--- config.mk ---
export PLATFORM = sky130hd
export DESIGN_NAME = oneshot_periodic_timer_table
export DESIGN_NICKNAME = d
export VERILOG_FILES = /design/src/ott_pkg.sv /design/src/oneshot_periodic_timer_table.sv /design/src/ott_ram.sv
export SDC_FILE = /design/constraint.sdc
export NUM_CORES = 2
export LEC_CHECK = 0
export BUFFER_PORTS_ARGS = -buffer_cell sky130_fd_sc_hd__clkbuf_2
export CORE_UTILIZATION = 35
export DETAILED_ROUTE_END_ITERATION = 7
export PLACE_DENSITY = 0.52
export SYNTH_ARGS = -nofsm -noshare
export SYNTH_HDL_FRONTEND = slang
export SYNTH_SLANG_ARGS = --single-unit
--- constraint.sdc ---
create_clock -name clk -period 21.5 [get_ports clk]
set_clock_uncertainty 0.15 [all_clocks]
set_input_delay 1.075 -clock clk [delete_from_list [all_inputs] [get_ports clk]]
set_output_delay 1.075 -clock clk [all_outputs]
set_load 0.02 [all_outputs]
--- src/ott_pkg.sv ---
package ott_pkg;

    // request kinds
    typedef enum logic [1:0] {
        KIND_ADD_ONCE     = 2'd0,
        KIND_ADD_PERIODIC = 2'd1,
        KIND_CANCEL       = 2'd2,
        KIND_TIME         = 2'd3
    } ott_kind_t;

    // result status codes
    localparam logic [1:0] STATUS_OK        = 2'd0;
    localparam logic [1:0] STATUS_FULL      = 2'd1;
    localparam logic [1:0] STATUS_NOT_FOUND = 2'd2;

    // most fired ids reported for one time request
    localparam int MAX_OUT = 16;
    localparam int NF_W    = $clog2(MAX_OUT + 1);

    typedef struct packed {
        ott_kind_t   kind;
        logic [31:0] delay;
        logic [31:0] cancel_id;
        logic [31:0] now_time;
    } ott_req_t;

    typedef struct packed {
        logic [31:0] timer_id;
        logic        fired;
        logic [1:0]  status;
        logic        last;
    } ott_rsp_t;

    // one table entry as held in the slot memory
    typedef struct packed {
        logic [31:0] id;
        logic [31:0] due;
        logic [31:0] period;
        logic        cancelled;
    } ott_entry_t;

    typedef enum logic [2:0] {
        ST_IDLE,
        ST_ADD,
        ST_RESP,
        ST_C_START,
        ST_C_SCAN,
        ST_T_START,
        ST_T_SCAN,
        ST_T_FLUSH
    } ott_state_t;

endpackage

--- src/oneshot_periodic_timer_table.sv ---
// table of software timers, one-shot and periodic, kept in insertion order
//
// request channel (req_valid / req_ready / req_data): add one-shot, add
// periodic, cancel by id, or advance time. a request is taken only while the
// block is idle; the previous result may still be waiting on the result side.
// result channel (rsp_valid / rsp_ready / rsp_data): one result per add or
// cancel; a time request gives one result per fired timer, up to MAX_OUT, in
// table order, with last set on the final one, and no result when nothing fires.
// all entries live in one slot memory with a registered read; cancel and time
// requests walk it one entry per cycle (a time walk holds while the receiver
// stalls), reading, modifying and writing back (a time request compacts the
// table in the same pass). an add writes the next free slot directly; a
// cancel stops at the first match, a time request inspects every used slot.
// an add or cancel result is registered in the same cycle that the block is
// ready again.
// a fired id is held back one entry so that last can be known; if the
// receiver stalls, the walk holds in place and the read is repeated.
// reset: table empty, next id 1, time 0. no clearing pass is needed, only
// entries below the fill count are ever read.
module oneshot_periodic_timer_table
    import ott_pkg::*;
#(
    parameter int TIMER_SLOTS = 16
) (
    input  logic     clk,
    input  logic     rst_n,
    input  logic     req_valid,
    output logic     req_ready,
    input  ott_req_t req_data,
    output logic     rsp_valid,
    input  logic     rsp_ready,
    output ott_rsp_t rsp_data
);

    localparam int IDX_W = (TIMER_SLOTS > 1) ? $clog2(TIMER_SLOTS) : 1;
    localparam int CNT_W = $clog2(TIMER_SLOTS + 1);
    localparam int ENT_W = $bits(ott_entry_t);
    localparam logic [CNT_W-1:0] SLOTS_CNT = CNT_W'(TIMER_SLOTS);

    // control state
    ott_state_t       state_reg, state_next;
    logic [CNT_W-1:0] used_reg, used_next;     // fill count
    logic [CNT_W-1:0] idx_reg, idx_next;       // entry on the read port
    logic [CNT_W-1:0] wr_reg, wr_next;         // compaction write slot
    logic [31:0]      id_ctr_reg, id_ctr_next;
    logic [31:0]      time_reg, time_next;
    logic             pend_valid_reg, pend_valid_next;
    logic [NF_W-1:0]  nfire_reg, nfire_next;
    logic             rsp_valid_reg, rsp_valid_next;

    // payload holding
    ott_req_t    req_reg, req_next;
    logic [31:0] resp_id_reg, resp_id_next;
    logic [1:0]  resp_status_reg, resp_status_next;
    logic [31:0] pend_id_reg, pend_id_next;
    ott_rsp_t    rsp_data_reg, rsp_data_next;

    // slot memory
    logic             ram_we;
    logic [IDX_W-1:0] ram_waddr;
    ott_entry_t       ram_wdata;
    logic [IDX_W-1:0] ram_raddr;
    logic [ENT_W-1:0] ram_rdata;
    ott_entry_t       entry;

    // working values
    logic             out_free;
    logic             emit;
    ott_rsp_t         emit_data;
    logic [CNT_W-1:0] idx_inc;
    logic [CNT_W-1:0] wr_inc;
    logic [31:0]      add_period;
    logic             fire;
    logic             report;
    logic             keep;

    ott_ram #(
        .WIDTH (ENT_W),
        .DEPTH (TIMER_SLOTS)
    ) u_slots (
        .clk   (clk),
        .we    (ram_we),
        .waddr (ram_waddr),
        .wdata (ram_wdata),
        .raddr (ram_raddr),
        .rdata (ram_rdata)
    );

    assign entry     = ott_entry_t'(ram_rdata);
    assign out_free  = !rsp_valid_reg || rsp_ready;
    assign idx_inc   = idx_reg + CNT_W'(1);
    assign wr_inc    = wr_reg + CNT_W'(1);
    assign req_ready = (state_reg == ST_IDLE);
    assign rsp_valid = rsp_valid_reg;
    assign rsp_data  = rsp_data_reg;

    // period of a new periodic timer: zero becomes one
    assign add_period = (req_reg.kind != KIND_ADD_PERIODIC) ? 32'd0 :
                        (req_reg.delay == 32'd0) ? 32'd1 : req_reg.delay;

    // due test on the entry currently read, unsigned compare
    assign fire   = !entry.cancelled && (time_reg >= entry.due);
    assign report = fire && (nfire_reg < NF_W'(MAX_OUT));
    assign keep   = !entry.cancelled && (!fire || (entry.period != 32'd0));

    always_comb
    begin
        state_next       = state_reg;
        used_next        = used_reg;
        idx_next         = idx_reg;
        wr_next          = wr_reg;
        id_ctr_next      = id_ctr_reg;
        time_next        = time_reg;
        pend_valid_next  = pend_valid_reg;
        pend_id_next     = pend_id_reg;
        nfire_next       = nfire_reg;
        req_next         = req_reg;
        resp_id_next     = resp_id_reg;
        resp_status_next = resp_status_reg;
        ram_we           = 1'b0;
        ram_waddr        = idx_reg[IDX_W-1:0];
        ram_wdata        = entry;
        ram_raddr        = idx_reg[IDX_W-1:0];
        emit             = 1'b0;
        emit_data        = '0;

        case (state_reg)
            ST_IDLE:
            begin
                if (req_valid)
                begin
                    req_next        = req_data;
                    idx_next        = '0;
                    wr_next         = '0;
                    nfire_next      = '0;
                    pend_valid_next = 1'b0;
                    case (req_data.kind)
                        KIND_ADD_ONCE, KIND_ADD_PERIODIC:
                        begin
                            state_next = ST_ADD;
                        end
                        KIND_CANCEL:
                        begin
                            state_next = ST_C_START;
                        end
                        default:
                        begin
                            time_next  = req_data.now_time;
                            state_next = ST_T_START;
                        end
                    endcase
                end
            end

            ST_ADD:
            begin
                if (used_reg == SLOTS_CNT)
                begin
                    resp_id_next     = 32'd0;
                    resp_status_next = STATUS_FULL;
                end
                else
                begin
                    ram_we              = 1'b1;
                    ram_waddr           = used_reg[IDX_W-1:0];
                    ram_wdata.id        = id_ctr_reg;
                    ram_wdata.period    = add_period;
                    ram_wdata.cancelled = 1'b0;
                    ram_wdata.due       = time_reg +
                        ((req_reg.kind == KIND_ADD_PERIODIC) ? add_period : req_reg.delay);
                    used_next           = used_reg + CNT_W'(1);
                    id_ctr_next         = id_ctr_reg + 32'd1;
                    resp_id_next        = id_ctr_reg;
                    resp_status_next    = STATUS_OK;
                end
                state_next = ST_RESP;
            end

            ST_RESP:
            begin
                if (out_free)
                begin
                    emit               = 1'b1;
                    emit_data.timer_id = resp_id_reg;
                    emit_data.fired    = 1'b0;
                    emit_data.status   = resp_status_reg;
                    emit_data.last     = 1'b1;
                    state_next         = ST_IDLE;
                end
            end

            ST_C_START:
            begin
                resp_id_next = req_reg.cancel_id;
                ram_raddr    = '0;
                if (used_reg == '0)
                begin
                    resp_status_next = STATUS_NOT_FOUND;
                    state_next       = ST_RESP;
                end
                else
                begin
                    state_next = ST_C_SCAN;
                end
            end

            ST_C_SCAN:
            begin
                if (entry.id == req_reg.cancel_id)
                begin
                    // first match only, already cancelled matches again
                    ram_we              = 1'b1;
                    ram_wdata.cancelled = 1'b1;
                    resp_status_next    = STATUS_OK;
                    state_next          = ST_RESP;
                end
                else if (idx_inc == used_reg)
                begin
                    resp_status_next = STATUS_NOT_FOUND;
                    state_next       = ST_RESP;
                end
                else
                begin
                    idx_next  = idx_inc;
                    ram_raddr = idx_inc[IDX_W-1:0];
                end
            end

            ST_T_START:
            begin
                ram_raddr = '0;
                if (used_reg == '0)
                begin
                    state_next = ST_IDLE;
                end
                else
                begin
                    state_next = ST_T_SCAN;
                end
            end

            ST_T_SCAN:
            begin
                if (report && pend_valid_reg && !out_free)
                begin
                    // hold the walk, re-read the same entry
                    ram_raddr = idx_reg[IDX_W-1:0];
                end
                else
                begin
                    if (report)
                    begin
                        if (pend_valid_reg)
                        begin
                            emit               = 1'b1;
                            emit_data.timer_id = pend_id_reg;
                            emit_data.fired    = 1'b1;
                            emit_data.status   = STATUS_OK;
                            emit_data.last     = 1'b0;
                        end
                        pend_valid_next = 1'b1;
                        pend_id_next    = entry.id;
                        nfire_next      = nfire_reg + NF_W'(1);
                    end
                    if (keep)
                    begin
                        // compaction: write slot never passes the read slot
                        ram_we    = 1'b1;
                        ram_waddr = wr_reg[IDX_W-1:0];
                        if (fire)
                        begin
                            ram_wdata.due = time_reg + entry.period;
                        end
                        wr_next = wr_inc;
                    end
                    if (idx_inc == used_reg)
                    begin
                        used_next  = keep ? wr_inc : wr_reg;
                        state_next = ST_T_FLUSH;
                    end
                    else
                    begin
                        idx_next  = idx_inc;
                        ram_raddr = idx_inc[IDX_W-1:0];
                    end
                end
            end

            ST_T_FLUSH:
            begin
                if (!pend_valid_reg)
                begin
                    state_next = ST_IDLE;
                end
                else if (out_free)
                begin
                    emit               = 1'b1;
                    emit_data.timer_id = pend_id_reg;
                    emit_data.fired    = 1'b1;
                    emit_data.status   = STATUS_OK;
                    emit_data.last     = 1'b1;
                    pend_valid_next    = 1'b0;
                    state_next         = ST_IDLE;
                end
            end

            default:
            begin
                state_next = ST_IDLE;
            end
        endcase
    end

    // output register
    always_comb
    begin
        rsp_valid_next = rsp_valid_reg;
        rsp_data_next  = rsp_data_reg;
        if (emit)
        begin
            rsp_valid_next = 1'b1;
            rsp_data_next  = emit_data;
        end
        else if (rsp_ready)
        begin
            rsp_valid_next = 1'b0;
        end
    end

    always_ff @(posedge clk or negedge rst_n)
    begin
        if (!rst_n)
        begin
            state_reg      <= ST_IDLE;
            used_reg       <= '0;
            idx_reg        <= '0;
            wr_reg         <= '0;
            id_ctr_reg     <= 32'd1;
            time_reg       <= 32'd0;
            pend_valid_reg <= 1'b0;
            nfire_reg      <= '0;
            rsp_valid_reg  <= 1'b0;
        end
        else
        begin
            state_reg      <= state_next;
            used_reg       <= used_next;
            idx_reg        <= idx_next;
            wr_reg         <= wr_next;
            id_ctr_reg     <= id_ctr_next;
            time_reg       <= time_next;
            pend_valid_reg <= pend_valid_next;
            nfire_reg      <= nfire_next;
            rsp_valid_reg  <= rsp_valid_next;
        end
    end

    always_ff @(posedge clk)
    begin
        req_reg         <= req_next;
        resp_id_reg     <= resp_id_next;
        resp_status_reg <= resp_status_next;
        pend_id_reg     <= pend_id_next;
        rsp_data_reg    <= rsp_data_next;
    end

    // fill count never exceeds the table size
    assert property (@(posedge clk) disable iff (!rst_n)
        used_reg <= SLOTS_CNT)
        else $error("fill count beyond table size");

    // compaction write slot stays at or behind the entry being read
    assert property (@(posedge clk) disable iff (!rst_n)
        (state_reg == ST_T_SCAN) |-> (wr_reg <= idx_reg))
        else $error("compaction write slot ahead of read slot");

    // a successful add advances the id counter by one
    assert property (@(posedge clk) disable iff (!rst_n)
        (state_reg == ST_ADD && used_reg != SLOTS_CNT)
        |=> (id_ctr_reg == $past(id_ctr_reg) + 32'd1))
        else $error("id counter not advanced on add");

    // a new result never overwrites one still waiting
    assert property (@(posedge clk) disable iff (!rst_n)
        (rsp_valid_reg && !rsp_ready) |-> !emit)
        else $error("result overwritten while stalled");

endmodule

--- src/ott_ram.sv ---
module ott_ram #(
    parameter int WIDTH = 8,
    parameter int DEPTH = 16,
    localparam int AW = (DEPTH > 1) ? $clog2(DEPTH) : 1
) (
    input  logic             clk,
    input  logic             we,
    input  logic [AW-1:0]    waddr,
    input  logic [WIDTH-1:0] wdata,
    input  logic [AW-1:0]    raddr,
    output logic [WIDTH-1:0] rdata
);

    logic [WIDTH-1:0] mem [DEPTH];
    logic [WIDTH-1:0] rdata_reg;

    always_ff @(posedge clk)
    begin
        if (we)
        begin
            mem[waddr] <= wdata;
        end
        rdata_reg <= mem[raddr];
    end

    assign rdata = rdata_reg;

endmodule
# --- Yosys cells after proc, flatten, opt, wreduce, memory -nomap -nowiden ---
# Memory sizes are Yosys's and may differ from the RTL's. A register that Yosys moved wholly into a read port is not among the register bits.
# Cells that the tools add are included.
totals:
  register_bits: 257
  ramBits: 1552
  output_inout_bits: 38
  wordCells: 172
  mem_count: 1
op_classes:
  addsub: 7
  magnitude_cmp: 2
  eq_ne: 22
  muxes: 81
  n_bitwise: 3
  n_reduce_logical: 37
mem_list:
  columns: ["name", "depth", "width", "rd", "rd_clocked_by_memory_dff", "write_ports", "line", "source"]
  rows:
  - ["u_slots.mem", 16, 97, 1, 1, 1, "ott_ram.sv:14", "logic [WIDTH-1:0] mem [DEPTH];"]
ops:
  columns: ["op", "count"]
  rows:
  - ["32-bit 2-to-1 mux", 9]
  - ["36-bit 2-to-1 mux", 6]
  - ["32-bit one-hot mux with 2 select lines", 2]
  - ["36-bit one-hot mux with 3 select lines", 1]
  - ["97-bit 2-to-1 mux", 1]
  - ["32-bit adder", 2]
  - ["5-bit 2-to-1 mux", 11]
  - ["32-bit by 1-bit adder with 32-bit output, second input constant", 1]
  - ["32-bit equality test", 1]
  - ["32-bit greater-or-equal comparator", 1]
  - ["32-bit zero test", 1]
  - ["32-bit nonzero test", 1]
  - ["5-bit one-hot mux with 2 select lines", 3]
  - ["3-bit 2-to-1 mux", 9]
  - ["4-bit 2-to-1 mux", 6]
  - ["3-bit one-hot mux with 8 select lines", 1]
  - ["5-bit by 1-bit adder with 5-bit output, second input constant", 4]
  - ["1-bit 2-to-1 mux", 20]
  - ["4-bit AND reduction", 5]
  - ["5-bit one-hot mux with 3 select lines", 1]
  - ["2-bit inequality test, second input constant", 7]
  - ["3-bit equality test, second input constant", 4]
  - ["4-bit one-hot mux with 3 select lines", 1]
  - ["3-bit AND reduction", 4]
  - ["27 further kinds", 50]

# --- Logic depth before layout (Yosys ltp) ---
depth:
  ltp_word: 10
  ltp_mapped: 17
  mapped_depth_nobuf: 17

# --- Hierarchy ---
# Synthesis repeated with hierarchy kept, for this count alone.
hier_totals:
  cells_unflattened: 4118
  area_unflattened_um2: 75934.1
modules_own_cells:
  columns: ["mod", "n_inst", "cells_per_inst", "area_each_um2", "seq_area_each_um2"]
  rows:
  - ["ott_ram", 1, 2484, 59871.2, 48546.6]
  - ["oneshot_periodic_timer_table", 1, 1634, 16062.9, 7273.2]

# --- Least setup slack after synthesis ---
# Ideal clock, no wire load.
synth_timing:
  kind: "register -> register"
  from: "reg time_reg[21]"
  to: "mem u_slots.mem[0][0] (netlist name) (enable)"
  setup_ns: 0.554
  arrival_ns: 6.956
  t_required_ns: 20.796
  path_slack_ns: 13.841
  stages_incl_launch_ff: 12
  path_buffers: 0
  path_cell_list: "dfrtp_1 > ha_1 > a21oi_1 > o21ai_0 > a221oi_1 > nand2_1 > a21o_1 > a211oi_1 > nor2_1 > a221o_1 > or2_2 > nor2_1"
synth_via:
  elab_chain_len: 10
  elab_cells_between_ends: 16
  cone_classes: "order compare: 1; mux: 8; reduce/logical: 7"
synth_rtl:
  columns: ["item", "line", "source"]
  rows:
  - ["start: declaration", "oneshot_periodic_timer_table.sv:46", "logic [31:0] time_reg, time_next;"]
  - ["start signal: assignment", "oneshot_periodic_timer_table.sv:351", "time_reg <= time_next;"]
  - ["32-bit greater-or-equal comparator (*)", "oneshot_periodic_timer_table.sv:102", "assign fire = !entry.cancelled && (time_reg >= entry.due);"]
  - ["1-bit logical AND (*)", "oneshot_periodic_timer_table.sv:102", null]
  - ["1-bit zero test", "oneshot_periodic_timer_table.sv:104", "assign keep = !entry.cancelled && (!fire || (entry.period != 32'd0));"]
  - ["1-bit logical OR", "oneshot_periodic_timer_table.sv:104", null]
  - ["1-bit logical AND", "oneshot_periodic_timer_table.sv:104", null]
  - ["1-bit 2-to-1 mux", "oneshot_periodic_timer_table.sv:265", "if (keep)"]
  - ["1-bit 2-to-1 mux", "oneshot_periodic_timer_table.sv:244", "if (report && pend_valid_reg && !out_free)"]
  - ["1-bit one-hot mux with 3 select lines", "oneshot_periodic_timer_table.sv:127", "case (state_reg)"]
  - ["1-bit 2-to-1 mux", "ott_ram.sv:19", "if (we)"]
  - ["1-bit 2-to-1 mux (implied by the code)", "ott_ram.sv:21", "mem[waddr] <= wdata;"]
  - ["end: declaration", "ott_ram.sv:14", null]
# Every way passes the cells marked *; elsewhere a longest branch is shown, timed or not.

# --- Final worst setup path ---
layout_timing:
  from: "reg req_reg[57] (netlist name)"
  to: "reg u_slots.rdata_reg[5] (netlist: u_slots.rdata[5]) (read register of u_slots.mem)"
layout_via:
  elab_chain_len: 3
layout_rtl:
  columns: ["item", "line", "source"]
  rows:
  - ["start: declaration", "oneshot_periodic_timer_table.sv:52", "ott_req_t req_reg, req_next;"]
  - ["start signal: assignment", "oneshot_periodic_timer_table.sv:360", "req_reg <= req_next;"]
  - ["32-bit equality test", "oneshot_periodic_timer_table.sv:209", "if (entry.id == req_reg.cancel_id)"]
  - ["4-bit 2-to-1 mux", "oneshot_periodic_timer_table.sv:209", null]
  - ["4-bit one-hot mux with 3 select lines", "oneshot_periodic_timer_table.sv:127", null]
  - ["end: declaration", "ott_ram.sv:15", "logic [WIDTH-1:0] rdata_reg;"]
# Every way passes these cells.
# A chain may end at the register's enable or synchronous reset.

==> run metrics <==
Final Hold Viols 0; maximum clock rate 141.8 MHz; FP Rows 173; Pwr per Cell Area 170.3 mW/mm2; # DRC 0; placer congestion estimate 0.8544; Syn Nets 4,866; final instance area 0.08905 mm2; latest clock arrival within the worst-skew pair 0.86 ns; root buffer cell clkbuf_16; max reg flops 1,552; synthesized flop and latch total 1,906; CTS Buffer Depth 3; share of cells above drive strength 1 0.2023; Synth Flop Type edfxtp_1; fillcell total 20,190; RR Startpoint req_reg[57]; CP Capture Type register; synthesized cell area 0.07814 mm2; TritonCTS buffer count 202; Vias per Instance 5.436; FF-to-FF path depth 13; PostCTS Resize Cnt 0; fin. max-slew vios 0; 1st-pass router iterations 5; Crit path required time 22.06 ns; TritonCTS clock tree built; wire per inst 28.90 um; global-route wire length before repair 326,600 um; Antenna Violating Nets Remaining 0; CP most frequent cell buf_4; Mapped Cells 4,662; crit start category register; Slowest cell on crit path o221a_4; Reg clk slew, reported paths 0.06 ns; final WL 230,800 um; crit path cell chain xnor2_1 -> nand4_1 -> nor4_1 -> buf_4 -> and2_1 -> nor2_1 -> o21ai_2 -> o221a_4 -> buf_4 -> buf_4 -> mux4_2 -> a22oi_1 -> o211ai_1; Max Cap Viol 0; overall routing resource usage 0.2035; RSZ-0062 raised after global routing no; post-place setup slack 14.22 ns; Post-synth ARST share 0.04669; # Post-CTS Setup Buffers 0; pin count of the biggest net entering global routing 131; worst-margin pin slew 1.309 ns; port bufs 139; FF-to-FF setup slack 14.45 ns; total negative slack 0 ns; reg2reg end u_slots.rdata[5]; drt initial violations 3,935; Boundary Pins 140; CP max FO 59; initial antenna violation count 9; fin worst setup slack 14.45 ns; hold buffers post-CTS 0; Seq/Total Area, Yosys 0.7144; vias in the first global route 43,670; DIE HEIGHT 474.5 um; area grow syn2layout 13.96%; Die ar. 0.2252 mm2; syn_area_per_cell 16.76 um2; dpl hpwl 125,800 um; Post-synth EDFFs 1,720; placed cell areas 0.08245 mm2; crit-path max cell delay 0.96 ns; core area 0.2221 mm2; nets 5,032; routed vias 43,410; leak pwr 29.84 nW; fin crit share 0.3279; Period minus WS final 7.051 ns; Yosys warnings 0; final setup fails 0; VDD IR max 267.5 uV; WP data arrival 7.61 ns; unique cell type count in the Yosys netlist 83; Slew HR 0.1274; Num Clock Sinks 1,906; Die Wd 474.5 um; run status complete, no violations; H-tree depth 4; Worst Setup Path Type reg2reg; Initial Util 0.3518; Hold/Removal Path Class in2async; grt total ovfl 0
report_power, final:
group	switching (mW)	internal, mW
combinational	3.92	2.39
sequential	0.298	5.12
clock	1.48	1.95
total	5.70	9.46
metal layers:
metal  wire length (um)  global-route usage
met1             100500              0.2775
met2             112700              0.3381
met3              12430             0.03094
met4               5132             0.05311
met5                  0                   0
layout by cell type (no fill, tap or decap), types with 19 or more instances in the layout:
cell type     n
nor2_4       19
clkinv_2     32
nand2_1     267
o21ai_0     107
nor4_1       19
nor2_1       69
mux2_2      213
clkbuf_2    138
a22oi_1     115
nand3_1      38
o211ai_1    392
buf_4       103
a22o_1       61
dfxtp_1      97
clkbuf_8     39
mux2i_1     202
nor3_1       19
a21o_1       30
clkbuf_16   203
dfrtp_1      88
xor2_1       34
ha_1        100
edfxtp_1   1720
a21oi_1      87
nand4_1      26
xnor2_1      90
clkbuf_1     68
mux4_2      194
inv_1       161
cell usage after synthesis, drive strengths merged (5+ instances only):
library cell     n  share of area
nand4           27         0.0022
edfxtp        1720           0.66
nor3            21         0.0013
clkbuf         164         0.0079
o22ai            7        0.00056
a21oi           87         0.0056
and2            12        0.00096
o221ai           9         0.0010
o211ai         392          0.038
a211oi          15         0.0015
a22oi          115          0.011
nor2            89         0.0043
nand2          268          0.013
a21o            30         0.0029
ha             100          0.016
and3            15         0.0012
inv            162         0.0078
a221o            6        0.00077
nor4            21         0.0018
mux2           225          0.032
nand2b          10        0.00080
mux2i          203          0.026
buf            123         0.0093
o31ai           11         0.0011
or3              8        0.00064
o21bai          11         0.0011
dfrtp           88          0.028
nand3           38         0.0024
a211o            5        0.00056
a31oi            6        0.00048
o21a             9        0.00086
a22o            61         0.0068
xnor2           90          0.010
mux4           194          0.056
xor2            34         0.0038
nor2b           10        0.00080
dfxtp           97          0.025
o21ai          114         0.0073
critical path: cells and delay by family (launching register included):
| family | cells | cell delay, ns |
|---|---|---|
| AOI/OAI and AO/OA | 4 | 1.91 |
| buffers and inverters | 3 | 1.92 |
| xor gates and xnor gates | 1 | 0.44 |
| DFF | 1 | 0.51 |
| muxes | 1 | 0.59 |
| and+or+nand+nor | 4 | 1.25 |
per-stage QoR:
| step | util | hold WS [ns] | cells | power (mW) |
|---|---|---|---|---|
| 2_1_floorplan | - | 0.3007 | 4662 | 9.827 |
| 6_report | 0.4010 | 0.03556 | 7985 | 15.17 |
| 5_1_grt | 0.4010 | 0.02121 | 7985 | 15.88 |
| 3_3_place_gp | 0.3713 | 0.3088 | 7599 | 11.77 |
| 4_1_cts | 0.4009 | 0.01099 | 7983 | 15.28 |
| 3_5_place_dp | 0.3713 | 0.3205 | 7599 | 11.82 |
logic make-up after synthesis:
kind of cell / count (synthesis) / share of synthesized area
buffers and inverters: 449 / 0.02492
AO/OA/AOI/OAI: 918 / 0.08413
adder cells (fa/ha/maj): 102 / 0.01652
multiplexers: 622 / 0.1143
XOR/XNOR: 125 / 0.01419
AND/OR/NAND/NOR: 540 / 0.03154
flip-flops: 1906 / 0.7144
final cells by class:
cell class | instances | area [um2] | share of cell area
repair buffers | 249 | 1624 | 0.01824
clock inverters | 74 | 715.7 | 0.008037
diodes | 2 | 5.005 | 0.00005621
flip-flops and latches | 1906 | 55820 | 0.6269
inverters | 162 | 608.1 | 0.006829
clock buffers | 310 | 5872 | 0.06594
well taps | 2975 | 3722 | 0.04180
multi-input cells | 2307 | 20680 | 0.2322
how the worst max path moves through the flow:
stage                  from                 to
2_1_floorplan  time_reg[21]  u_slots.mem[0][0]
3_3_place_gp      rsp_ready  u_slots.rdata[10]
3_5_place_dp      rsp_ready  u_slots.rdata[41]
4_1_cts        time_reg[19]  u_slots.rdata[84]
5_1_grt         req_reg[54]  u_slots.rdata[41]
6_report        req_reg[57]   u_slots.rdata[5]
No activity file was read; power rests on OpenSTA's default activity.
